`src/design/bds_pkg.sv`:
```
// ----------------------------------------------------------------------------
// bds_pkg
// Shared types and constants for the 2x2 box downsampler.
// ----------------------------------------------------------------------------
package bds_pkg;

	// Widths of the configuration registers and of one pixel byte.
	localparam int CFG_W      = 13;
	localparam int CHAN_CNT_W = 3;
	localparam int CFG_IDX_W  = 2;
	localparam int BYTE_W     = 8;

	// Fixed number of channels on the pixel and result channels.
	localparam int PORT_CHANNELS = 4;

	// Largest frame height and the width of the row position counter.
	localparam int MAX_HEIGHT = 4096;
	localparam int ROW_W      = 12;

	// Configuration register indexes.
	localparam logic [CFG_IDX_W-1:0] REG_IMAGE_WIDTH   = 2'd0;
	localparam logic [CFG_IDX_W-1:0] REG_IMAGE_HEIGHT  = 2'd1;
	localparam logic [CFG_IDX_W-1:0] REG_CHANNEL_COUNT = 2'd2;

	// One pixel, one byte per channel.
	typedef logic [PORT_CHANNELS-1:0][BYTE_W-1:0] pix_t;

	// Position flags of one accepted pixel, handed from the scan stage on.
	typedef struct packed {
		logic emit;
		logic last_col;
		logic last_row;
		logic odd_row;
		logic first_col;
	} scan_info_t;

endpackage

```
`src/design/bds_res_if.sv`:
```
// ----------------------------------------------------------------------------
// bds_res_if
// Result channel: valid/ready handshake, averaged bytes and end markers.
// ----------------------------------------------------------------------------
interface bds_res_if;
	logic       valid;
	logic       ready;
	logic [7:0] out_chan0;
	logic [7:0] out_chan1;
	logic [7:0] out_chan2;
	logic [7:0] out_chan3;
	logic       row_end;
	logic       frame_end;

	modport source (output valid, output out_chan0, output out_chan1, output out_chan2,
		output out_chan3, output row_end, output frame_end, input ready);
	modport sink (input valid, input out_chan0, input out_chan1, input out_chan2,
		input out_chan3, input row_end, input frame_end, output ready);
endinterface

```
`src/design/bds_avg.sv`:
```
// ----------------------------------------------------------------------------
// bds_avg
// Combines the stored and the current pixel, averages each 2x2 block and
// holds the result in the output register.
// ----------------------------------------------------------------------------
module bds_avg (
	input  logic                           clk,
	input  logic                           arst_n,
	input  logic                           accept,
	input  bds_pkg::scan_info_t            info,
	input  bds_pkg::pix_t                  pix,
	input  bds_pkg::pix_t                  rd_pix,
	input  logic [bds_pkg::CHAN_CNT_W-1:0] nch,
	output logic                           ready,
	bds_res_if.source                      res
);
	import bds_pkg::*;

	logic       valid_s1;
	scan_info_t info_s1;
	pix_t       pix_s1;
	pix_t       prev_up_q;
	pix_t       prev_lo_q;
	logic       out_valid_q;
	pix_t       out_pix_q;
	logic       row_end_q;
	logic       frame_end_q;

	logic       s1_free;
	logic       s1_done;
	pix_t       up;
	pix_t       lo;
	pix_t       lu;
	pix_t       ll;
	pix_t       mean;
	logic [BYTE_W+1:0] sum;

	always_comb begin
		s1_free = !valid_s1 || !out_valid_q || res.ready;
		s1_done = valid_s1 && s1_free;
		ready   = s1_free;

		// Odd rows take the upper pixel from the line store.
		up = info_s1.odd_row ? rd_pix : pix_s1;
		lo = pix_s1;
		lu = info_s1.first_col ? up : prev_up_q;
		ll = info_s1.first_col ? lo : prev_lo_q;

		mean = '0;
		for (int k = 0; k < PORT_CHANNELS; k++) begin
			sum = (BYTE_W+2)'(lu[k]) + (BYTE_W+2)'(up[k]) + (BYTE_W+2)'(ll[k])
				+ (BYTE_W+2)'(lo[k]);
			if (CHAN_CNT_W'(k) < nch) begin
				mean[k] = sum[BYTE_W+1:2];
			end
		end
	end

	always_ff @(posedge clk or negedge arst_n) begin
		if (!arst_n) begin
			valid_s1    <= 1'b0;
			out_valid_q <= 1'b0;
			prev_up_q   <= '0;
			prev_lo_q   <= '0;
		end else begin
			if (s1_free) begin
				valid_s1 <= accept;
			end
			if (s1_done) begin
				prev_up_q <= up;
				prev_lo_q <= lo;
			end
			if (s1_done && info_s1.emit) begin
				out_valid_q <= 1'b1;
			end else if (res.ready) begin
				out_valid_q <= 1'b0;
			end
		end
	end

	always_ff @(posedge clk) begin
		if (accept) begin
			info_s1 <= info;
			pix_s1  <= pix;
		end
		if (s1_done && info_s1.emit) begin
			out_pix_q   <= mean;
			row_end_q   <= info_s1.last_col;
			frame_end_q <= info_s1.last_col && info_s1.last_row;
		end
	end

	assign res.valid     = out_valid_q;
	assign res.out_chan0 = out_pix_q[0];
	assign res.out_chan1 = out_pix_q[1];
	assign res.out_chan2 = out_pix_q[2];
	assign res.out_chan3 = out_pix_q[3];
	assign res.row_end   = row_end_q;
	assign res.frame_end = frame_end_q;

endmodule

```
`src/flat_wrapper.sv`:
```
// flat-port wrapper written by rule: the top's interface ports become plain ports
module bds_avg_flat import bds_pkg::*;
  (clk, arst_n, accept, info, pix, rd_pix, nch, ready, res_valid, res_out_chan0, res_out_chan1, res_out_chan2, res_out_chan3, res_row_end, res_frame_end, res_ready);
  bds_res_if res_i ();
  input  logic clk;
  input  logic arst_n;
  input  logic accept;
  input  bds_pkg::scan_info_t info;
  input  bds_pkg::pix_t pix;
  input  bds_pkg::pix_t rd_pix;
  input  logic [bds_pkg::CHAN_CNT_W-1:0] nch;
  output logic ready;
  output wire logic [$bits(res_i.valid)-1:0] res_valid;
  output wire logic [$bits(res_i.out_chan0)-1:0] res_out_chan0;
  output wire logic [$bits(res_i.out_chan1)-1:0] res_out_chan1;
  output wire logic [$bits(res_i.out_chan2)-1:0] res_out_chan2;
  output wire logic [$bits(res_i.out_chan3)-1:0] res_out_chan3;
  output wire logic [$bits(res_i.row_end)-1:0] res_row_end;
  output wire logic [$bits(res_i.frame_end)-1:0] res_frame_end;
  input wire logic [$bits(res_i.ready)-1:0] res_ready;
  assign res_valid = res_i.valid;
  assign res_out_chan0 = res_i.out_chan0;
  assign res_out_chan1 = res_i.out_chan1;
  assign res_out_chan2 = res_i.out_chan2;
  assign res_out_chan3 = res_i.out_chan3;
  assign res_row_end = res_i.row_end;
  assign res_frame_end = res_i.frame_end;
  assign res_i.ready = res_ready;
  bds_avg u_core (.clk(clk), .arst_n(arst_n), .accept(accept), .info(info), .pix(pix), .rd_pix(rd_pix), .nch(nch), .ready(ready), .res(res_i));
endmodule
```
`config.mk`:
```
export PLATFORM = sky130hd
export DESIGN_NAME = bds_avg_flat
export DESIGN_NICKNAME = d
export VERILOG_FILES = /design/src/design/bds_pkg.sv /design/src/design/bds_res_if.sv /design/src/design/bds_avg.sv /design/src/flat_wrapper.sv
export SDC_FILE = /design/constraint.sdc
export NUM_CORES = 1
export LEC_CHECK = 0
export BUFFER_PORTS_ARGS = -buffer_cell sky130_fd_sc_hd__buf_2
export CORE_ASPECT_RATIO = 1.1
export CORE_MARGIN = 4
export CORE_UTILIZATION = 59
export DETAILED_ROUTE_END_ITERATION = 10
export PLACE_DENSITY_LB_ADDON = 0.2
export SKIP_CTS_REPAIR_TIMING = 1
export SLEW_MARGIN = 20
export SYNTH_ARGS = -nofsm -noshare
export SYNTH_HDL_FRONTEND = slang
export SYNTH_SLANG_ARGS = --single-unit
```
`constraint.sdc`:
```
create_clock -name clk -period 4.76 [get_ports clk]
set_clock_uncertainty 0.1 [all_clocks]
set_input_delay 0.238 -clock clk [delete_from_list [all_inputs] [get_ports clk]]
set_output_delay 0.238 -clock clk [all_outputs]
set_load 0.1 [all_outputs]
```
* Word level (Yosys, flattened, before mapping)
Cells that the tools add are included.
Cells by class: $lt $le $gt $ge 4, muxes and demuxes 5, reduce and logical (&&, ||, !) cells 8, add/subtract/negate cells 12
Operators by type and width (count):
- 2-to-1 mux 32 bit | 3
- adder 10 x 8 -> 10 bit | 8
- adder 8 x 8 -> 9 bit | 4
- < comparator 1 x 3 -> 1 bit (first input constant) | 2
- < comparator 2 x 3 -> 1 bit (first input constant) | 2
- logical AND 1 bit | 3
- logical NOT 1 bit | 2
- logical OR 1 bit | 2
- 2-to-1 mux 1 bit | 2
- nonzero test 2 bit | 1
Storage, ports and cells: word-level logic and storage cells 54, input port bits 76, output and inout port bits 36, register bits after elaboration 137

* Depth between registers and ports, before layout
Gate-level depths: netlist (run 1).
depth in word-level cells 6, depth in mapped cells 20, mapped depth without buffers 18

* Least setup slack after synthesis (run 1)
OpenSTA, ideal clock, no wires.
path kind flip-flop to flip-flop, start register u_core.info_s1[1] (netlist bit), end register u_core.out_pix_q, in the netlist u_core.res.out_chan3[6], data pin, cell stages (with the launch flop) 21, required time 4.405 ns, setup slack 0.764 ns, clock period less this slack 3.996 ns, buffers on the path 2, arrival time 3.642 ns, cell sequence edfxtp_1 > buf_2 > buf_2 > mux2i_1 > a21oi_1 > ha_1 > inv_1 > fa_1 > nor2b_1 > o21ai_2 > a21oi_1 > a211oi_1 > xor2_1 > fa_1 > inv_1 > ha_1 > nand2_1 > o21ai_0 > a41oi_2 > xnor2_1 > and2_1
Between the ends: longest elaborated chain between the ends 5
Ends and longest elaborated chain:
- start: declaration | line bds_avg.sv:20 | scan_info_t info_s1;
- start signal: assignment | line bds_avg.sv:83 | info_s1 <= info;
- 2-to-1 mux 32 bit * | line bds_avg.sv:44 | up = info_s1.odd_row ? rd_pix : pix_s1;
- 2-to-1 mux 32 bit | line bds_avg.sv:46 | lu = info_s1.first_col ? up : prev_up_q;
- adder 8 x 8 -> 9 bit * | line bds_avg.sv:51 | sum = (BYTE_W+2)'(lu[k]) + (BYTE_W+2)'(up[k]) + (BYTE_W+2)'(ll[k])
- adder 10 x 8 -> 10 bit * | line bds_avg.sv:51
- adder 10 x 8 -> 10 bit * | line bds_avg.sv:52 | + (BYTE_W+2)'(lo[k]);
- end signal: assignment | line bds_avg.sv:87 | out_pix_q <= mean;
- end: declaration | line bds_avg.sv:25 | pix_t out_pix_q;
Mark *: on every way between the ends. The rest lies on a longest branch, timed or not. A chain may end at the register's enable or synchronous reset.

* Worst setup path after layout (run 1)
start register u_core.info_s1[1] (netlist bit), end register u_core.out_pix_q, in the netlist u_core.res.out_chan0[6], data pin
Same word-level chain as after synthesis.

==> impl_metrics.json, run 1 <==
{
  "synth-xor-area-share": 0.0379,
  "antenna_cells": 0,
  "synthCells": 902,
  "dpl.cell_count": 1186,
  "cts.sink_count": 137,
  "port_buffers": 111,
  "synth_simple_gate_area_frac": 0.107,
  "slowest_stage": "fa_1",
  "grt_max_degree": 71,
  "cp.arrival_ns": 4.34,
  "post_drt_wl_per_cell_um": 14.4,
  "hp-class": "input port to flip-flop",
  "drv_cap": 0,
  "worst_pin_slew_ns": 1.02,
  "async_flop_share": 0.482,
  "p_sw_frac": 0.439,
  "drc": 0,
  "synth_edf_count": 71,
  "dpl_cell_area_mm2": 0.00978,
  "die_y_um": 138,
  "die_w_um": 126,
  "yosysTopAreaCellShare": 0.237,
  "clk_latency_ns": 0.42,
  "nets": 1224,
  "fill_cells": 1106,
  "clockPowerShare": 0.184,
  "rsz0062_at_grt": "false",
  "period_share": 0.904,
  "drt-pass1-iter-count": 4,
  "synthAdderAreaFrac": 0.169,
  "drtAntennaViolNets": 0,
  "first_iter_violations": 295,
  "ys_ff_latch": 137,
  "grt_util_all_layers": 0.215,
  "powerDensity_mw_per_mm2": 622,
  "synthesis.area_mm2": 0.00901,
  "ctsHtreeMaxLevel": 4,
  "via_count": 6573,
  "fmax_mhz": 232,
  "cpPeakStageDelay_ns": 0.50,
  "cp_max_fo": 32,
  "synth_area_per_cell_um2": 9.99,
  "drv_slew": 0,
  "status": "finished, final reports clean",
  "cts_tree": "done",
  "p_leak_nw": 5.10,
  "synthMuxAreaShare": 0.0780,
  "antenna_found_initial": 0,
  "relSlewSlack": 0.314,
  "grt_first_pass_wirelength_um": 29700,
  "yosys_warnings": 0,
  "cp-end-kind": "flip-flop",
  "p_int_w": 0.00374,
  "rows": 47,
  "grt_remaining_overflow": 0,
  "drive_above_1_share": 0.162,
  "crit_chain": "buf_12, mux2i_1, a21o_1, inv_1, ha_1, a21oi_1, o211ai_1, nor4_1, nor3_1, xnor2_1, fa_1, inv_1, ha_1, a21oi_1, o21ai_0, a41oi_1, xor2_1, nor2_1",
  "gp_congestion": 0.854,
  "synthToLayoutAreaGrowth_pct": 18.9,
  "synth.yosys.seq_area_share": 0.420,
  "synth_nets": 1078,
  "worstSetupStartpointType": "flip-flop",
  "setup_viol_count_final": 0,
  "critical_path_class": "flip-flop to flip-flop",
  "clk_pin_slew_ns": 0.06,
  "max-clock-path-buffers": 2,
  "dp_hpwl_um": 12800,
  "core_area_mm2": 0.0150,
  "synth_top_family_by_area": "adder cells",
  "vias_per_cell": 5.23,
  "final_cell_area_mm2": 0.0107,
  "seqPwrFrac": 0.256,
  "synth_flop_cell": "edfxtp_1",
  "synth_top_area_cell": "edfxtp_1",
  "die-area_mm2": 0.0173,
  "grt_pass1_vias": 6535,
  "root_buffer": "clkbuf_16",
  "io_pins": 112,
  "cp.required_ns": 4.79,
  "tns_ns": 0,
  "power.switching_w": 0.00292,
  "synth_compound_area_frac": 0.122,
  "synth.distinct_cells": 48,
  "cts_buffers": 17,
  "yosys-top-cells-area": "edfxtp_1 24%, dfrtp_1 18%, ha_1 8.9%",
  "critPathTopFamily": "adder cells",
  "start_util": 0.601,
  "pwr-share-comb": 0.560,
  "finalHoldViolCount": 0,
  "worst-path-buf-inv": 3,
  "ir_worst_vdd_mv": 0.391,
  "wirelength_um": 18100,
  "fin_crit_ns": 4.30,
  "fin_cells": 1257
}
-- registers in the layout, indices dropped and copies added (netlist names), 5 cells and up --
name,count
u_core.info_s1,5
u_core.prev_lo_q,32
u_core.res.out_chan1,8
u_core.res.out_chan3,8
u_core.prev_up_q,32
u_core.res.out_chan2,8
u_core.res.out_chan0,8
u_core.lo,32
-- worst paths after layout --
| kind | startpoint | end | slack [ns] | depth (start not counted) |
|---|---|---|---|---|
| max | u_core.info_s1[1] | u_core.res.out_chan0[6] | 0.46 | 18 |
| min | res_ready | u_core.valid_s1 | 0.004 | 3 |
| max reg2reg | u_core.info_s1[1] | u_core.res.out_chan0[6] | 0.46 | 18 |
| min reg2reg | u_core.info_s1[3] | u_core.res.row_end | 0.35 | 0 |
| max in group asynchronous | arst_n | u_core.prev_up_q[26] | 3.23 | 3 |
| min in group asynchronous | arst_n | u_core.prev_lo_q[4] | 0.35 | 2 |
-- layer usage --
layer  share of wire  up-vias  global-route usage
li1                -     3347                   -
met1            0.44     3079               0.268
met2            0.50      119               0.374
met3           0.044       28              0.0427
met4           0.019        0              0.0775
met5               0        -                   0
-- logic make-up (layout without fill, tap and decap cells) --
group	Yosys count	count (layout)
buffers and inverters	152	311
and+or+nand+nor	220	220
adders and majority gates	100	100
muxes	69	69
DFF	137	137
xor gates and xnor gates	39	39
AOI/OAI and AO/OA	185	185
-- power groups by stage --
stage	registers (W)	logic [W]	clock network, W
finish	0.00171	0.00373	0.00123
global route	0.00173	0.00419	0.00131
CTS	0.00171	0.00373	0.00125
detailed placement	0.00173	0.00371	0
global placement	0.00172	0.00363	0
floorplan	0.00246	0.00235	0
-- worst min-delay path, delay by kind of cell --
kind	cells	cell delay [ns]
buf+inv	1	0.08
simple gates	2	0.17
-- per-stage QoR --
| stage | hold WS [ns] | setup WS (ns) | utilization | power, W |
|---|---|---|---|---|
| after global routing | 0.0109 | 0.0390 | 0.715 | 0.00723 |
| after CTS | -0.171 | 0.429 | 0.688 | 0.00669 |
| after detailed placement | 0.285 | 0.456 | 0.652 | 0.00544 |
| final | 0.00408 | 0.458 | 0.715 | 0.00666 |
| after floorplan | -0.158 | 0.764 | - | 0.00481 |
| after global placement | 0.291 | 0.565 | 0.652 | 0.00535 |
-- placed cells by master, fill, tap and decap left out, types with 10 or more instances in the layout --
| master | instances |
|---|---|
| inv_1 | 123 |
| o21ai_0 | 74 |
| buf_2 | 111 |
| fa_1 | 36 |
| nor3_1 | 15 |
| mux2_2 | 10 |
| edfxtp_1 | 71 |
| mux2i_1 | 59 |
| a211oi_1 | 11 |
| xor2_1 | 21 |
| dfrtp_1 | 66 |
| clkbuf_16 | 17 |
| a21oi_1 | 59 |
| and2_1 | 10 |
| ha_1 | 64 |
| dlygate4sd3_1 | 38 |
| xnor2_1 | 18 |
| nand2_1 | 86 |
| nor2_1 | 70 |
-- area by class of cell --
cell class	instances	area (um2)	share of cell area
multi-input cells	613	4650	0.434
flip-flops and latches	137	3780	0.353
repair buffers	156	1040	0.0969
clock buffers	29	500	0.0467
inverters	123	462	0.0431
well taps	196	245	0.0229
clock inverters	3	40.0	0.00374
-- synth_stat cells, types with 3 or more instances --
master    number
or3_1          5
inv_1        123
mux2i_1       59
o21ai_2        4
a211oi_1      11
nor4_1         3
dfrtp_1       66
nor2b_1        6
nand3_1        6
xnor2_1       18
and3b_1        3
ha_1          64
buf_2         13
edfxtp_1      71
a21oi_2        6
nor2_1        71
o21a_1         4
mux2_2        10
or2_2          4
clkbuf_1      13
fa_1          36
nor3_1        15
a21o_1         7
nand2b_1       5
o21ai_0       74
a21oi_1       59
nand2_1       87
xor2_1        21
and2_1        10
(Power assumes the default switching activity.)
==> run 2, diff against run 1 <==
--- a/config.mk
+++ b/config.mk
@@ -8,9 +8,11 @@
 export BUFFER_PORTS_ARGS = -buffer_cell sky130_fd_sc_hd__buf_2
 export CORE_ASPECT_RATIO = 1.1
 export CORE_MARGIN = 4
-export CORE_UTILIZATION = 59
+export CORE_UTILIZATION = 61
+export CTS_BUF_LIST = sky130_fd_sc_hd__clkbuf_8
 export DETAILED_ROUTE_END_ITERATION = 10
 export PLACE_DENSITY_LB_ADDON = 0.2
+export RECOVER_POWER = 100
 export SKIP_CTS_REPAIR_TIMING = 1
 export SLEW_MARGIN = 20
 export SYNTH_ARGS = -nofsm -noshare
==> impl_metrics.json, run 2 (synthesis results as in run 1) <==
{
  "status": "finished with violations",
  "violations": "max-capacitance violations, max-slew violations",
  "worst_pin_slew_ns": 2.37,
  "nets": 1229,
  "finalHoldViolCount": 0,
  "via_count": 6646,
  "post_drt_wl_per_cell_um": 14.7,
  "cts_buffers": 17,
  "cts_tree": "done",
  "gp_congestion": 0.859,
  "start_util": 0.624,
  "grt_util_all_layers": 0.226,
  "multi_input_area_mm2": 0.00460,
  "layout_common_cells": "126 x inv_1, 87 x nand2_1, 77 x o21ai_0",
  "antenna_cells": 0,
  "relSlewSlack": -0.583,
  "die-area_mm2": 0.0168,
  "worstHoldStart": "rd_pix[13]",
  "crit_start": "u_core.info_s1[1]",
  "powerDensity_mw_per_mm2": 618,
  "register_area_mm2": 0.00378,
  "grt_first_pass_wirelength_um": 29600,
  "fin_crit_ns": 4.40,
  "dpl.cell_count": 1186,
  "max-clock-path-buffers": 2,
  "tns_ns": 0,
  "antenna_found_initial": 0,
  "grt_max_degree": 64,
  "cp.arrival_ns": 4.51,
  "dp_hpwl_um": 12900,
  "worstSetupStartpointType": "flip-flop",
  "fill_cells": 1086,
  "port_buffers": 111,
  "final_common_cell": "inv_1",
  "grt_pass1_vias": 6419,
  "ctsHtreeMaxLevel": 4,
  "root_buffer": "clkbuf_8",
  "drive_above_1_share": 0.125,
  "worstReg2RegStart": "u_core.info_s1[1]",
  "grt_remaining_overflow": 0,
  "clk_latency_ns": 0.45,
  "synthToLayoutAreaGrowth_pct": 17.3,
  "hp-class": "input port to flip-flop",
  "p_leak_nw": 4.98,
  "fin_cells": 1258,
  "vias_per_cell": 5.28,
  "timing.hold.ws_ns": 0.0574,
  "cp-end-kind": "flip-flop",
  "core_area_mm2": 0.0144,
  "fmax_mhz": 227,
  "clk_pin_slew_ns": 0.08,
  "io_pins": 112,
  "cp.required_ns": 4.88,
  "rsz0062_at_grt": "false",
  "drc": 0,
  "setup_viol_count_final": 0,
  "drtAntennaViolNets": 0,
  "period_share": 0.924,
  "die_w_um": 124,
  "die_y_um": 135,
  "drv_cap": 4,
  "cp_max_fo": 32,
  "drv_slew": 172,
  "cts.sink_count": 137,
  "first_iter_violations": 316,
  "rows": 46,
  "wirelength_um": 18500,
  "ir_worst_vdd_mv": 0.410,
  "critical_path_class": "flip-flop to flip-flop",
  "drt-pass1-iter-count": 4
}
==> run 2: cell count changes in the layout (fill, tap and decap cells not counted), sizes merged <==
| cell | delta |
|---|---|
| bufinv | +5 |
| inv | +3 |
| buf | -39 |
| clkbuf | +35 |
| dlygate4sd3 | +1 |
==> run 2: final timing paths <==
| check | end | slack, ns | cells past startpoint |
|---|---|---|---|
| max | u_core.res.out_chan3[4] | 0.36 | 16 |
| min | u_core.prev_up_q[13] | 0.06 | 3 |
| max reg2reg | u_core.res.out_chan3[4] | 0.36 | 16 |
| min reg2reg | u_core.res.row_end | 0.35 | 0 |
| max in group asynchronous | u_core.prev_up_q[23] | 1.10 | 3 |
| min in group asynchronous | u_core.prev_lo_q[4] | 0.72 | 2 |
==> run 2: layout make-up <==
cell class / instances / share of cell area
Inverter: 123 / 0.0437
Clock buffer: 21 / 0.0273
Clock inverter: 11 / 0.0189
Multi-Input combinational cell: 613 / 0.435
Timing Repair Buffer: 161 / 0.0941
Sequential cell: 137 / 0.358
Tap cell: 192 / 0.0227
==> run 2: worst max-delay path, cell delays in order, from the launching register on <==
cell and delay (ns):
edfxtp_1 0.38, buf_12 0.28, mux2i_1 0.41, a21o_1 0.21
inv_1 0.05, ha_1 0.26, a21oi_1 0.19, o21bai_1 0.10
xnor2_1 0.15, fa_1 0.51, inv_1 0.04, ha_1 0.37
nand2_1 0.09, o31ai_1 0.48, a21boi_0 0.21, xnor2_1 0.16
and2_1 0.15
==> run 2: per-stage QoR <==
step | area (um2) | utilization | setup slack [ns] | total power (W)
2_1_floorplan | 9010 | - | 0.764 | 0.00481
3_3_place_gp | 9790 | 0.678 | 0.578 | 0.00535
3_5_place_dp | 9790 | 0.678 | 0.440 | 0.00544
4_1_cts | 10300 | 0.711 | 0.403 | 0.00664
5_1_grt | 10600 | 0.732 | 0.0386 | 0.00712
6_report | 10600 | 0.732 | 0.363 | 0.00653
==> run 2: layer usage <==
metal,part of all wire,vias up,track usage
met5,0,-,0
met4,0.018,0,0.0676
met3,0.040,25,0.0522
met2,0.50,119,0.374
met1,0.44,3150,0.298
li1,-,3352,-
==> run 2: where the power goes <==
part / switching, W / total [W] / internal [W]
sequential: 0.000101 / 0.00171 / 0.00161
combinational: 0.00234 / 0.00366 / 0.00132
clock: 0.000436 / 0.00116 / 0.000725
