--- src/design/bds_pkg.sv ---
// ----------------------------------------------------------------------------
// bds_pkg
// Shared types and constants for the 2x2 box downsampler.
// ----------------------------------------------------------------------------
package bds_pkg;

	// Widths of the configuration registers and of one pixel byte.
	localparam int CFG_W      = 13;
	localparam int CHAN_CNT_W = 3;
	localparam int CFG_IDX_W  = 2;
	localparam int BYTE_W     = 8;

	// Fixed number of channels on the pixel and result channels.
	localparam int PORT_CHANNELS = 4;

	// Largest frame height and the width of the row position counter.
	localparam int MAX_HEIGHT = 4096;
	localparam int ROW_W      = 12;

	// Configuration register indexes.
	localparam logic [CFG_IDX_W-1:0] REG_IMAGE_WIDTH   = 2'd0;
	localparam logic [CFG_IDX_W-1:0] REG_IMAGE_HEIGHT  = 2'd1;
	localparam logic [CFG_IDX_W-1:0] REG_CHANNEL_COUNT = 2'd2;

	// One pixel, one byte per channel.
	typedef logic [PORT_CHANNELS-1:0][BYTE_W-1:0] pix_t;

	// Position flags of one accepted pixel, handed from the scan stage on.
	typedef struct packed {
		logic emit;
		logic last_col;
		logic last_row;
		logic odd_row;
		logic first_col;
	} scan_info_t;

endpackage

--- src/design/bds_scan.sv ---
// ----------------------------------------------------------------------------
// bds_scan
// Raster position counters and line store addressing for accepted pixels.
// ----------------------------------------------------------------------------
module bds_scan #(
	parameter int MAX_WIDTH = 4096,
	parameter int AW        = 12
) (
	input  logic                       clk,
	input  logic                       arst_n,
	input  logic                       accept,
	input  logic [bds_pkg::CFG_W-1:0]  image_width,
	input  logic [bds_pkg::CFG_W-1:0]  image_height,
	output logic [AW-1:0]              addr,
	output logic                       mem_we,
	output logic                       mem_re,
	output bds_pkg::scan_info_t        info
);
	import bds_pkg::*;

	// Wide enough for the width register and for MAX_WIDTH itself.
	localparam int CW = (CFG_W > AW + 1) ? CFG_W : AW + 1;
	localparam logic [CW-1:0]    MAX_W_C = CW'(MAX_WIDTH);
	localparam logic [CFG_W-1:0] MAX_H_C = CFG_W'(MAX_HEIGHT);

	logic [AW-1:0]    col_q;
	logic [ROW_W-1:0] row_q;
	logic [CW-1:0]    w_raw;
	logic [CW-1:0]    w_eff;
	logic [CFG_W-1:0] h_eff;
	logic [CW-1:0]    col_ext;
	logic [CFG_W-1:0] row_inc;
	logic             last_col;
	logic             last_row;
	logic             odd_row;

	always_comb begin
		w_raw = CW'(image_width);
		if (w_raw == '0) begin
			w_eff = CW'(1);
		end else if (w_raw > MAX_W_C) begin
			w_eff = MAX_W_C;
		end else begin
			w_eff = w_raw;
		end

		if (image_height == '0) begin
			h_eff = CFG_W'(1);
		end else if (image_height > MAX_H_C) begin
			h_eff = MAX_H_C;
		end else begin
			h_eff = image_height;
		end

		col_ext  = CW'(col_q);
		row_inc  = CFG_W'(row_q) + CFG_W'(1);
		last_col = (col_ext + CW'(1)) >= w_eff;
		last_row = row_inc >= h_eff;
		odd_row  = row_q[0];

		// A column left beyond a narrowed width maps onto the last one.
		addr = (col_ext < w_eff) ? col_q : AW'(w_eff - CW'(1));

		mem_we = accept && !odd_row && !last_row;
		mem_re = accept && odd_row;

		info.emit      = (odd_row || last_row) && (col_q[0] || last_col);
		info.last_col  = last_col;
		info.last_row  = last_row;
		info.odd_row   = odd_row;
		info.first_col = (col_q == '0);
	end

	always_ff @(posedge clk or negedge arst_n) begin
		if (!arst_n) begin
			col_q <= '0;
			row_q <= '0;
		end else if (accept) begin
			if (last_col) begin
				col_q <= '0;
				row_q <= last_row ? '0 : row_inc[ROW_W-1:0];
			end else begin
				col_q <= col_q + AW'(1);
			end
		end
	end

endmodule

--- config.mk ---
export PLATFORM = sky130hd
export DESIGN_NAME = bds_scan
export DESIGN_NICKNAME = d
export VERILOG_FILES = /design/src/design/bds_pkg.sv /design/src/design/bds_scan.sv
export SDC_FILE = /design/constraint.sdc
export NUM_CORES = 1
export LEC_CHECK = 0
export BUFFER_PORTS_ARGS = -buffer_cell sky130_fd_sc_hd__buf_2
export CAP_MARGIN = 25
export CORE_UTILIZATION = 40
export DETAILED_ROUTE_END_ITERATION = 6
export SKIP_CTS_REPAIR_TIMING = 1
export SYNTH_ARGS = -nofsm -noshare
export SYNTH_HDL_FRONTEND = slang
export SYNTH_SLANG_ARGS = --single-unit
--- constraint.sdc ---
create_clock -name clk -period 3.6 [get_ports clk]
set_input_delay 0.72 -clock clk [delete_from_list [all_inputs] [get_ports clk]]
set_output_delay 0.72 -clock clk [all_outputs]
set_load 0.01 [all_outputs]
## Word-level counts from Yosys, hierarchy flattened

Cells that the tools add are included.
W data, S select, Z words.

- Logic and storage cells: 30
- Flip-flop bits (word level): 24

- Magnitude comparators: 5
- $add $sub $neg: 4
- Reductions and logical operators: 12
- Mux-type cells: 7

Operators with widths:

| operator | number |
|---|---|
| $mux W13 | 4 |
| $mux W12 | 3 |
| $add A12 B1 Y13 const B | 2 |
| $ge A13 B13 Y1 | 2 |
| $gt A13 B13 Y1 const B | 2 |
| $logic_not A13 Y1 | 2 |
| $lt A12 B13 Y1 | 1 |
| $add A12 B1 Y12 const B | 1 |
| $logic_not A12 Y1 | 1 |
| $sub A12 B1 Y12 const B | 1 |
| $logic_and A1 B1 Y1 | 4 |
| $logic_not A1 Y1 | 2 |
| $logic_or A1 B1 Y1 | 2 |
| $reduce_and A2 Y1 | 1 |

## Longest topological paths before layout

Gate-level depths: netlist (run 1).

- Depth in word-level cells: 6
- Mapped depth: 15
- Depth with buffers taken out: 14

## Worst setup path after synthesis (run 1)

OpenSTA, ideal clock, no wires.

- Kind: input -> output
- From: in image_width[7] in the netlist's numbering
- To: out addr[3]
- Path buffers: 1
- Required time: 2.880 ns
- Slack: -0.130 ns
- Stages: 11
- Arrival: 3.010 ns
- Path through: or4_4 -> nor4_4 -> a31oi_1 -> nor2_1 -> ha_1 -> nand2b_1 -> a21oi_1 -> o31a_1 -> o21ai_0 -> buf_2 -> mux2_2

- Cells in the longest elaborated chain, start to end: 5

RTL lines:

| element | line | RTL |
|---|---|---|
| start: declaration | bds_scan.sv:12 | `input logic [bds_pkg::CFG_W-1:0] image_width,` |
| $gt A13 B13 Y1 | bds_scan.sv:41 | `end else if (w_raw > MAX_W_C) begin` |
| $mux W13 | bds_scan.sv:41 |  |
| $mux W13 * | bds_scan.sv:39 | `if (w_raw == '0) begin` |
| $sub A12 B1 Y12 / $lt A12 B13 Y1 (equally long branches) | bds_scan.sv:62 | `addr = (col_ext < w_eff) ? col_q : AW'(w_eff - CW'(1));` |
| $mux W12 * | bds_scan.sv:62 |  |
| end: declaration | bds_scan.sv:14 | `output logic [AW-1:0] addr,` |

Mark *: on every way between the ends. The rest lies on a longest branch, timed or not.

## Worst setup path in the final report (run 1)

- From: in image_width[7] in the netlist's numbering
- To: out addr[8]

Same word-level chain as after synthesis.

==> results_tabular.tex, run 1 <==
\begin{tabular}{lr}
\hline
Metric & Value \\
\hline
\multicolumn{2}{l}{\textbf{Place}} \\
\quad Port buffer count & 47 \\
\quad Post-detail-place hpwl & around 5.9 mm \\
\quad Post-place setup slack & -0.359 ns \\
\quad Final weighted congestion in routability-driven placement & 0.802 \\
\multicolumn{2}{l}{\textbf{Pwr}} \\
\quad Proportion of power drawn by the clock network & 0.158 \\
\quad Power Internal & 911 µW \\
\quad Net switching power figure & approximately 610 µW \\
\quad Leak pwr & between 1.5 and 2 nW \\
\quad PwrDens & 407 mW/mm² \\
\quad IR Drop Worst-Case VDD & between 0.0002 and 0.0003 V \\
\quad PnR Total Power & between 1.5 and 2 mW \\
\quad Switching part of the total power & 0.402 \\
\quad Sequential share of power & 0.238 \\
\quad Combinational power share & 0.604 \\
\multicolumn{2}{l}{\textbf{GRT}} \\
\quad Total Routing Usage GR & 0.206 \\
\quad Residual overflow from global routing & 0 \\
\quad Number of global-route vias before repair & 2,757 \\
\quad Global-route wire length before repair & 12.3 mm \\
\quad Number of antenna violations at the first check in global routing & 0 \\
\quad Largest net degree at the start of global routing & 25 \\
\multicolumn{2}{l}{\textbf{Layout}} \\
\quad Ant. Diodes & 0 \\
\quad Share of final-layout standard cells stronger than drive strength 1 & 0.314 \\
\quad Final core utilization & 0.551 \\
\quad Net count reported at finish & about 510 \\
\quad Layout area overhead & 33.4\% \\
\multicolumn{2}{l}{\textbf{Yosys}} \\
\quad Post-Synthesis Mean Instance Area & between 7 and 8 µm² \\
\quad Share of synthesized registers carrying an async set or reset & 1.00 \\
\quad Seq/Total Area, Yosys & 0.214 \\
\quad Number of storage elements in the synthesis netlist & 24 \\
\quad Post-Synthesis Cells & between 300 and 400 \\
\quad Number of warnings reported in the yosys synthesis log & 0 \\
\quad Post-synth EDFFs & 0 \\
\quad Syn nets & approximately 430 \\
\quad Count of unique library cells instantiated by Yosys & 45 \\
\quad Main combinational cell family by area after synthesis & simple AND/OR/NAND/NOR gates \\
\quad Complex-gate fraction of the synthesized area & 0.219 \\
\quad Predominant post-synthesis flop cell & sky130\_fd\_sc\_hd\_\_dfrtp\_1 \\
\quad Mux share of post-synthesis cell area & 0.0272 \\
\quad Adder-cell share of the synthesized area & 0.187 \\
\quad Synth Area in XOR/XNOR & 0.0718 \\
\quad Mapped cell area & about 0.0028 mm² \\
\quad Simple logic cell fraction of the synthesized area & 0.236 \\
\multicolumn{2}{l}{\textbf{Routing}} \\
\quad Pre-Repair DR Iteration Count & 4 \\
\quad DR vias/cell & 5.39 \\
\quad Via count of the routed design & between 2k and 3k \\
\quad Routed length per instance & $\sim$14 µm \\
\quad Count of nets left with antenna violations after detail routing & 0 \\
\quad Final WL & 7.56 mm \\
\quad DRC violation total after the first TritonRoute iteration & about 110 \\
\quad Drt drc & 0 \\
\multicolumn{2}{l}{\textbf{Floorplanning}} \\
\quad \# IOs & 48 \\
\quad Die height & around 86 µm \\
\quad Row Count & 30 \\
\quad Starting density of the core & 0.413 \\
\quad Die area & roughly 0.0074 mm² \\
\quad Die W & $\sim$86 µm \\
\quad Core footprint & $\sim$0.0068 mm² \\
\multicolumn{2}{l}{\textbf{Min path}} \\
\quad Worst min-delay path class & in -> async \\
\multicolumn{2}{l}{\textbf{Clocking}} \\
\quad CTS tree & yes \\
\quad CTS Sinks & 24 \\
\quad Cell at the root of the clock tree & sky130\_fd\_sc\_hd\_\_clkbuf\_8 \\
\quad Number of levels in the clock H-tree & 1 \\
\quad Number of buffers on the longest clock path & 2 \\
\quad Latest clock arrival within the worst-skew pair & 0.27 ns \\
\quad Clock-pin transition on the worst setup and hold timing paths & around 0.09 ns \\
\quad Clock buffers created by TritonCTS & 3 \\
\multicolumn{2}{l}{\textbf{Timing}} \\
\quad Final period utilization & 1.10 \\
\quad Least setup slack across all paths after layout & -0.354 ns \\
\quad Relative slew slack & 0.639 \\
\quad Unrepaired setup endpoints after global routing & true \\
\quad Setup Viol. Count Final & 14 \\
\quad Final Max Tran Viols & 0 \\
\quad Maximum frequency from static timing analysis & about 250 MHz \\
\quad Final setup skew & 0.00803 ns \\
\quad Time the worst path needs with I/O delays and setup & between 3 and 4 ns \\
\quad Final count of hold timing violations & 0 \\
\quad Worst Tran Pin Value & approximately 0.54 ns \\
\multicolumn{2}{l}{\textbf{Critical path}} \\
\quad Logic depth of the worst register-to-register path & 13 \\
\quad Critical path class & in -> out \\
\quad Crit path max fanout & 5 \\
\quad Data arrival at the endpoint of the critical path & about 3.2 ns \\
\quad Worst setup EP type & output port \\
\quad Data required time of the worst path & 2.88 ns \\
\quad CP Launch Type & primary input \\
\multicolumn{2}{l}{\textbf{Status}} \\
\quad Violations in the final reports & setup timing \\
\quad Run status & finished, violations left \\
\multicolumn{2}{l}{\textbf{Run}} \\
\quad Number of violations of the max-capacitance limit & 0 \\
\hline
\end{tabular}
==> final timing paths <==
check,startpoint,endpoint,slack [ns]
setup / recovery,image_width[7],addr[8],-0.35
hold / removal,arst_n,col_q[9],0.42
setup reg to reg,col_q[3],row_q[0],0.50
hold reg to reg,row_q[1],row_q[1],0.56
max in group asynchronous,arst_n,row_q[2],2.79
min in group clk,row_q[1],row_q[1],0.56
==> area by class of cell <==
class | instances | area (µm²)
Clock buffer | 3 | 41.3
Sequential cell | 24 | 604
Tap cell | 96 | 120
Fill cell | 637 | 3050
Clock inverter | 1 | 30.0
Timing Repair Buffer | 92 | 613
Inverter | 12 | 45.0
Multi-Input combinational cell | 304 | 2290
==> routing by layer <==
metal / up-vias / share of wire / global-route usage
met5: - / 0 / 0
met2: 65 / 0.51 / 0.384
met1: 1336 / 0.45 / 0.256
met3: 6 / 0.025 / 0.0173
li1: 1459 / - / -
met4: 0 / 0.013 / 0.0515
==> metrics by stage <==
step / cell area [µm²] / cells / TNS, ns / hold slack, ns
floorplan: 2830 / 356 / -0.176 / 0.424
global placement: 3380 / 521 / -3.32 / 0.529
detailed placement: 3380 / 521 / -4.84 / 0.541
CTS: 3450 / 525 / -5.47 / 0.445
global route: 3740 / 532 / -5.95 / 0.464
finish: 3740 / 532 / -3.71 / 0.416
==> synthesized netlist by cell type, types with 5 or more instances <==
library cell | number | area (µm²)
sky130_fd_sc_hd__xnor2_1 | 12 | 105
sky130_fd_sc_hd__o21ai_0 | 25 | 125
sky130_fd_sc_hd__a22o_1 | 13 | 114
sky130_fd_sc_hd__ha_1 | 42 | 526
sky130_fd_sc_hd__xor2_1 | 11 | 96.3
sky130_fd_sc_hd__o21a_1 | 5 | 37.5
sky130_fd_sc_hd__mux2_2 | 5 | 56.3
sky130_fd_sc_hd__nor2_1 | 27 | 101
sky130_fd_sc_hd__o21bai_1 | 5 | 37.5
sky130_fd_sc_hd__a21oi_1 | 18 | 90.1
sky130_fd_sc_hd__dfrtp_1 | 24 | 601
sky130_fd_sc_hd__clkbuf_1 | 7 | 26.3
sky130_fd_sc_hd__nand3_1 | 16 | 80.1
sky130_fd_sc_hd__and3_1 | 5 | 31.3
sky130_fd_sc_hd__nand2_1 | 57 | 214
sky130_fd_sc_hd__inv_1 | 12 | 45.0
sky130_fd_sc_hd__nor3_1 | 12 | 60.1
sky130_fd_sc_hd__nor4_1 | 7 | 43.8
==> layout by cell type, fill, tap and decap left out, types with 4 or more instances in the layout <==
master	n
sky130_fd_sc_hd__nand2_1	54
sky130_fd_sc_hd__buf_2	43
sky130_fd_sc_hd__buf_4	41
sky130_fd_sc_hd__ha_1	38
sky130_fd_sc_hd__nor2_1	24
sky130_fd_sc_hd__dfrtp_1	21
sky130_fd_sc_hd__o21ai_0	16
sky130_fd_sc_hd__a21oi_1	15
sky130_fd_sc_hd__nand3_1	13
sky130_fd_sc_hd__a22o_1	13
sky130_fd_sc_hd__inv_1	11
sky130_fd_sc_hd__xor2_1	11
sky130_fd_sc_hd__nor3_1	11
sky130_fd_sc_hd__xnor2_1	10
sky130_fd_sc_hd__buf_6	8
sky130_fd_sc_hd__nor4_1	7
sky130_fd_sc_hd__o21a_1	5
sky130_fd_sc_hd__o21ai_1	5
sky130_fd_sc_hd__o21bai_1	5
sky130_fd_sc_hd__o2bb2ai_1	4
==> critical path: stages <==
cell and delay [ns]:
sky130_fd_sc_hd__buf_6 0.09, sky130_fd_sc_hd__or4_4 0.55, sky130_fd_sc_hd__nor4_4 0.17, sky130_fd_sc_hd__a31oi_1 0.13
sky130_fd_sc_hd__nor2_1 0.17, sky130_fd_sc_hd__ha_2 0.19, sky130_fd_sc_hd__nand2b_4 0.11, sky130_fd_sc_hd__a21oi_2 0.05
sky130_fd_sc_hd__o31a_1 0.28, sky130_fd_sc_hd__o21ai_4 0.19, sky130_fd_sc_hd__buf_6 0.16, sky130_fd_sc_hd__mux2_4 0.30
sky130_fd_sc_hd__buf_6 0.12
==> power by group through the flow <==
stage	logic, mW	clock network, mW	registers (mW)
after floorplan	0.503	0	0.366
after global placement	0.772	0	0.367
after detailed placement	0.783	0	0.368
after CTS	0.786	0.242	0.363
after global routing	1.02	0.254	0.371
final	0.920	0.240	0.362
==> sequential cells by signal (all words and copies together) (netlist names) <==
register / flops
col_q: 12
row_q: 12
==> logic make-up after synthesis <==
| group | count (synthesis) |
|---|---|
| compound gates | 91 |
| xor+xnor | 23 |
| fa+ha+maj | 42 |
| buf+inv | 28 |
| flops | 24 |
| mux | 7 |
| simple gates | 141 |
(Power assumes the default switching activity.)
==> run 2: changes to the inputs <==
--- a/config.mk
+++ b/config.mk
@@ -9,6 +9,7 @@
 export CAP_MARGIN = 25
 export CORE_UTILIZATION = 40
 export DETAILED_ROUTE_END_ITERATION = 6
+export PLACE_DENSITY_LB_ADDON = 0.1
 export SKIP_CTS_REPAIR_TIMING = 1
 export SYNTH_ARGS = -nofsm -noshare
 export SYNTH_HDL_FRONTEND = slang
==> run 2 against run 1 <==
Effect of this change:
- the flow still finishes with violations (setup timing)
- clock power decreased by 27%
- global-route usage decreased by 0.15 points
- setup slack improved by 0.077 ns
- hold slack improved by 0.014 ns
- total power decreased by 9.1%
- sequential share of layout area increased by 0.56 points
- combinational power decreased by 12%
- clock-buffer cell count increased by 1
- clock skew decreased by 0.0048 ns
- largest cell class unchanged
- register-to-register slack got worse by 0.07 ns
- sequential power increased by 8.8%
- critical path type unchanged
- cell count decreased by 1.1%
==> results_tabular.tex, run 2 (synthesis results as in run 1) <==
\begin{tabular}{lr}
\hline
Metric & Value \\
\hline
\multicolumn{2}{l}{\textbf{Critical path}} \\
\quad Critical path startpoint & image\_width[7] \\
\quad Crit path max fanout & 7 \\
\quad Worst R2R Start & col\_q[0] \\
\quad Critical path class & in -> out \\
\quad Data required time of the worst path & between 2 and 3 ns \\
\quad CP Launch Type & primary input \\
\quad Data arrival at the endpoint of the critical path & approximately 3.2 ns \\
\quad Worst setup EP type & output port \\
\multicolumn{2}{l}{\textbf{Layout}} \\
\quad Share of final-layout standard cells stronger than drive strength 1 & 0.284 \\
\quad Most common cell after layout, fill and taps aside & sky130\_fd\_sc\_hd\_\_nand2\_1 \\
\quad Ant. Diodes & 0 \\
\quad Largest registers in the final layout & col\_q x12, row\_q x12 \\
\quad Non-filler instance count after layout & between 500 and 600 \\
\quad Net count reported at finish & approximately 500 \\
\quad Final core utilization & 0.532 \\
\quad Layout Cell Area excl Fill & about 0.0036 mm² \\
\quad Highest-count cells in the layout ignoring fill and taps & sky130\_fd\_sc\_hd\_\_nand2\_1 (57), sky130\_fd\_sc\_hd\_\_buf\_2 (43), sky130\_fd\_sc\_hd\_\_ha\_1 (38), sky130\_fd\_sc\_hd\_\_buf\_4 (38), sky130\_fd\_sc\_hd\_\_nor2\_1 (25) \\
\quad Layout area overhead & 28.9\% \\
\multicolumn{2}{l}{\textbf{GRT}} \\
\quad Global-route wire length before repair & around 12 mm \\
\quad Largest net degree at the start of global routing & 25 \\
\quad Number of antenna violations at the first check in global routing & 0 \\
\quad Residual overflow from global routing & 0 \\
\quad Number of global-route vias before repair & roughly 2.8k \\
\quad Total Routing Usage GR & 0.205 \\
\multicolumn{2}{l}{\textbf{Timing}} \\
\quad Final setup skew & 0.00321 ns \\
\quad Final period utilization & 1.08 \\
\quad Setup Viol. Count Final & 14 \\
\quad Final Max Tran Viols & 0 \\
\quad Worst Tran Pin Value & about 0.53 ns \\
\quad Final count of hold timing violations & 0 \\
\quad Unrepaired setup endpoints after global routing & true \\
\quad Maximum frequency from static timing analysis & roughly 260 MHz \\
\quad Relative slew slack & 0.644 \\
\quad Least setup slack across all paths after layout & -0.277 ns \\
\quad Time the worst path needs with I/O delays and setup & between 3 and 4 ns \\
\multicolumn{2}{l}{\textbf{Place}} \\
\quad Post-detail-place hpwl & roughly 5.9 mm \\
\quad Port buffer count & 47 \\
\quad Final weighted congestion in routability-driven placement & about 0.82 \\
\quad Placed standard-cell area & roughly 0.0033 mm² \\
\quad Number of cells in the design after placement & around 510 \\
\multicolumn{2}{l}{\textbf{Pwr}} \\
\quad Leak pwr & 1.75 nW \\
\quad PnR Total Power & between 1 and 1.5 mW \\
\quad PwrDens & 383 mW/mm² \\
\quad IR Drop Worst-Case VDD & 0.000205 V \\
\multicolumn{2}{l}{\textbf{Routing}} \\
\quad DRC violation total after the first TritonRoute iteration & 72 \\
\quad Via count of the routed design & approximately 2.9k \\
\quad Final WL & about 7.3 mm \\
\quad Routed length per instance & around 14 µm \\
\quad Drt drc & 0 \\
\quad Pre-Repair DR Iteration Count & 4 \\
\quad Count of nets left with antenna violations after detail routing & 0 \\
\quad DR vias/cell & roughly 5.5 \\
\multicolumn{2}{l}{\textbf{Clocking}} \\
\quad Number of levels in the clock H-tree & 1 \\
\quad Clock buffers created by TritonCTS & 3 \\
\quad Clock-pin transition on the worst setup and hold timing paths & approximately 0.08 ns \\
\quad Number of buffers on the longest clock path & 2 \\
\quad Cell at the root of the clock tree & sky130\_fd\_sc\_hd\_\_clkbuf\_8 \\
\quad Latest clock arrival within the worst-skew pair & around 0.26 ns \\
\quad CTS tree & yes \\
\quad CTS Sinks & 24 \\
\multicolumn{2}{l}{\textbf{Floorplanning}} \\
\quad Core footprint & 0.00679 mm² \\
\quad Die height & approximately 86 µm \\
\quad Die area & between 0.007 and 0.008 mm² \\
\quad Row Count & 30 \\
\quad Starting density of the core & 0.413 \\
\quad \# IOs & 48 \\
\quad Die W & 85.7 µm \\
\multicolumn{2}{l}{\textbf{Min path}} \\
\quad Worst min-delay path class & in -> async \\
\multicolumn{2}{l}{\textbf{Run}} \\
\quad Number of violations of the max-capacitance limit & 0 \\
\multicolumn{2}{l}{\textbf{Status}} \\
\quad Violations in the final reports & setup timing \\
\quad Run status & finished, violations left \\
\hline
\end{tabular}
==> run 2: cell types whose count changed in the layout (fill, tap and decap cells not counted), sizes merged <==
cell	before	now
clkbuf	3	4
bufinv	1	0
buf	92	86
==> run 2: critical path: stages <==
cell	delay, ns
sky130_fd_sc_hd__buf_6	0.09
sky130_fd_sc_hd__or4_4	0.56
sky130_fd_sc_hd__nor4_4	0.17
sky130_fd_sc_hd__a31oi_1	0.12
sky130_fd_sc_hd__nor2_1	0.18
sky130_fd_sc_hd__ha_1	0.17
sky130_fd_sc_hd__nand2b_1	0.09
sky130_fd_sc_hd__a21oi_1	0.05
sky130_fd_sc_hd__o31a_1	0.25
sky130_fd_sc_hd__o21ai_2	0.14
sky130_fd_sc_hd__buf_4	0.18
sky130_fd_sc_hd__mux2_4	0.30
sky130_fd_sc_hd__buf_2	0.14
==> run 2: stage by stage <==
step                hold WS (ns)  TNS (ns)  setup WS [ns]
floorplan                  0.424    -0.176        -0.0927
CTS                        0.448     -4.43         -0.344
detailed placement         0.533     -4.24         -0.332
finish                     0.430     -2.83         -0.277
global route               0.460     -5.52         -0.462
global placement           0.527     -3.82         -0.319
==> run 2: power by group <==
group          internal [mW]  leakage, nW  switching, mW
clock network         0.0973       0.0288         0.0791
logic                  0.406         1.41          0.407
registers              0.312        0.306         0.0815
total                  0.816         1.75          0.568
==> run 2: layout make-up <==
cell class / count / area (µm²)
fill: 688 / 3180
multi-input combinational: 304 / 2230
sequential: 24 / 604
timing repair buffer: 86 / 557
tap: 96 / 120
clock buffer: 4 / 55.1
inverter: 12 / 45.0
==> run 2: metal layers <==
layer	GRT usage	routed length [µm]
met1	0.237	3190
met2	0.397	3840
met3	0.0154	160
met5	0	0
met4	0.0652	106
==> run 2: final timing paths <==
| check | end | slack (ns) | cells after the start |
|---|---|---|---|
| max | addr[8] | -0.28 | 13 |
| min | col_q[11] | 0.43 | 1 |
| max reg2reg | col_q[6] | 0.43 | 16 |
| min reg2reg | row_q[4] | 0.59 | 1 |
| max in group asynchronous | row_q[0] | 2.79 | 1 |
| min in group clk | row_q[4] | 0.59 | 1 |
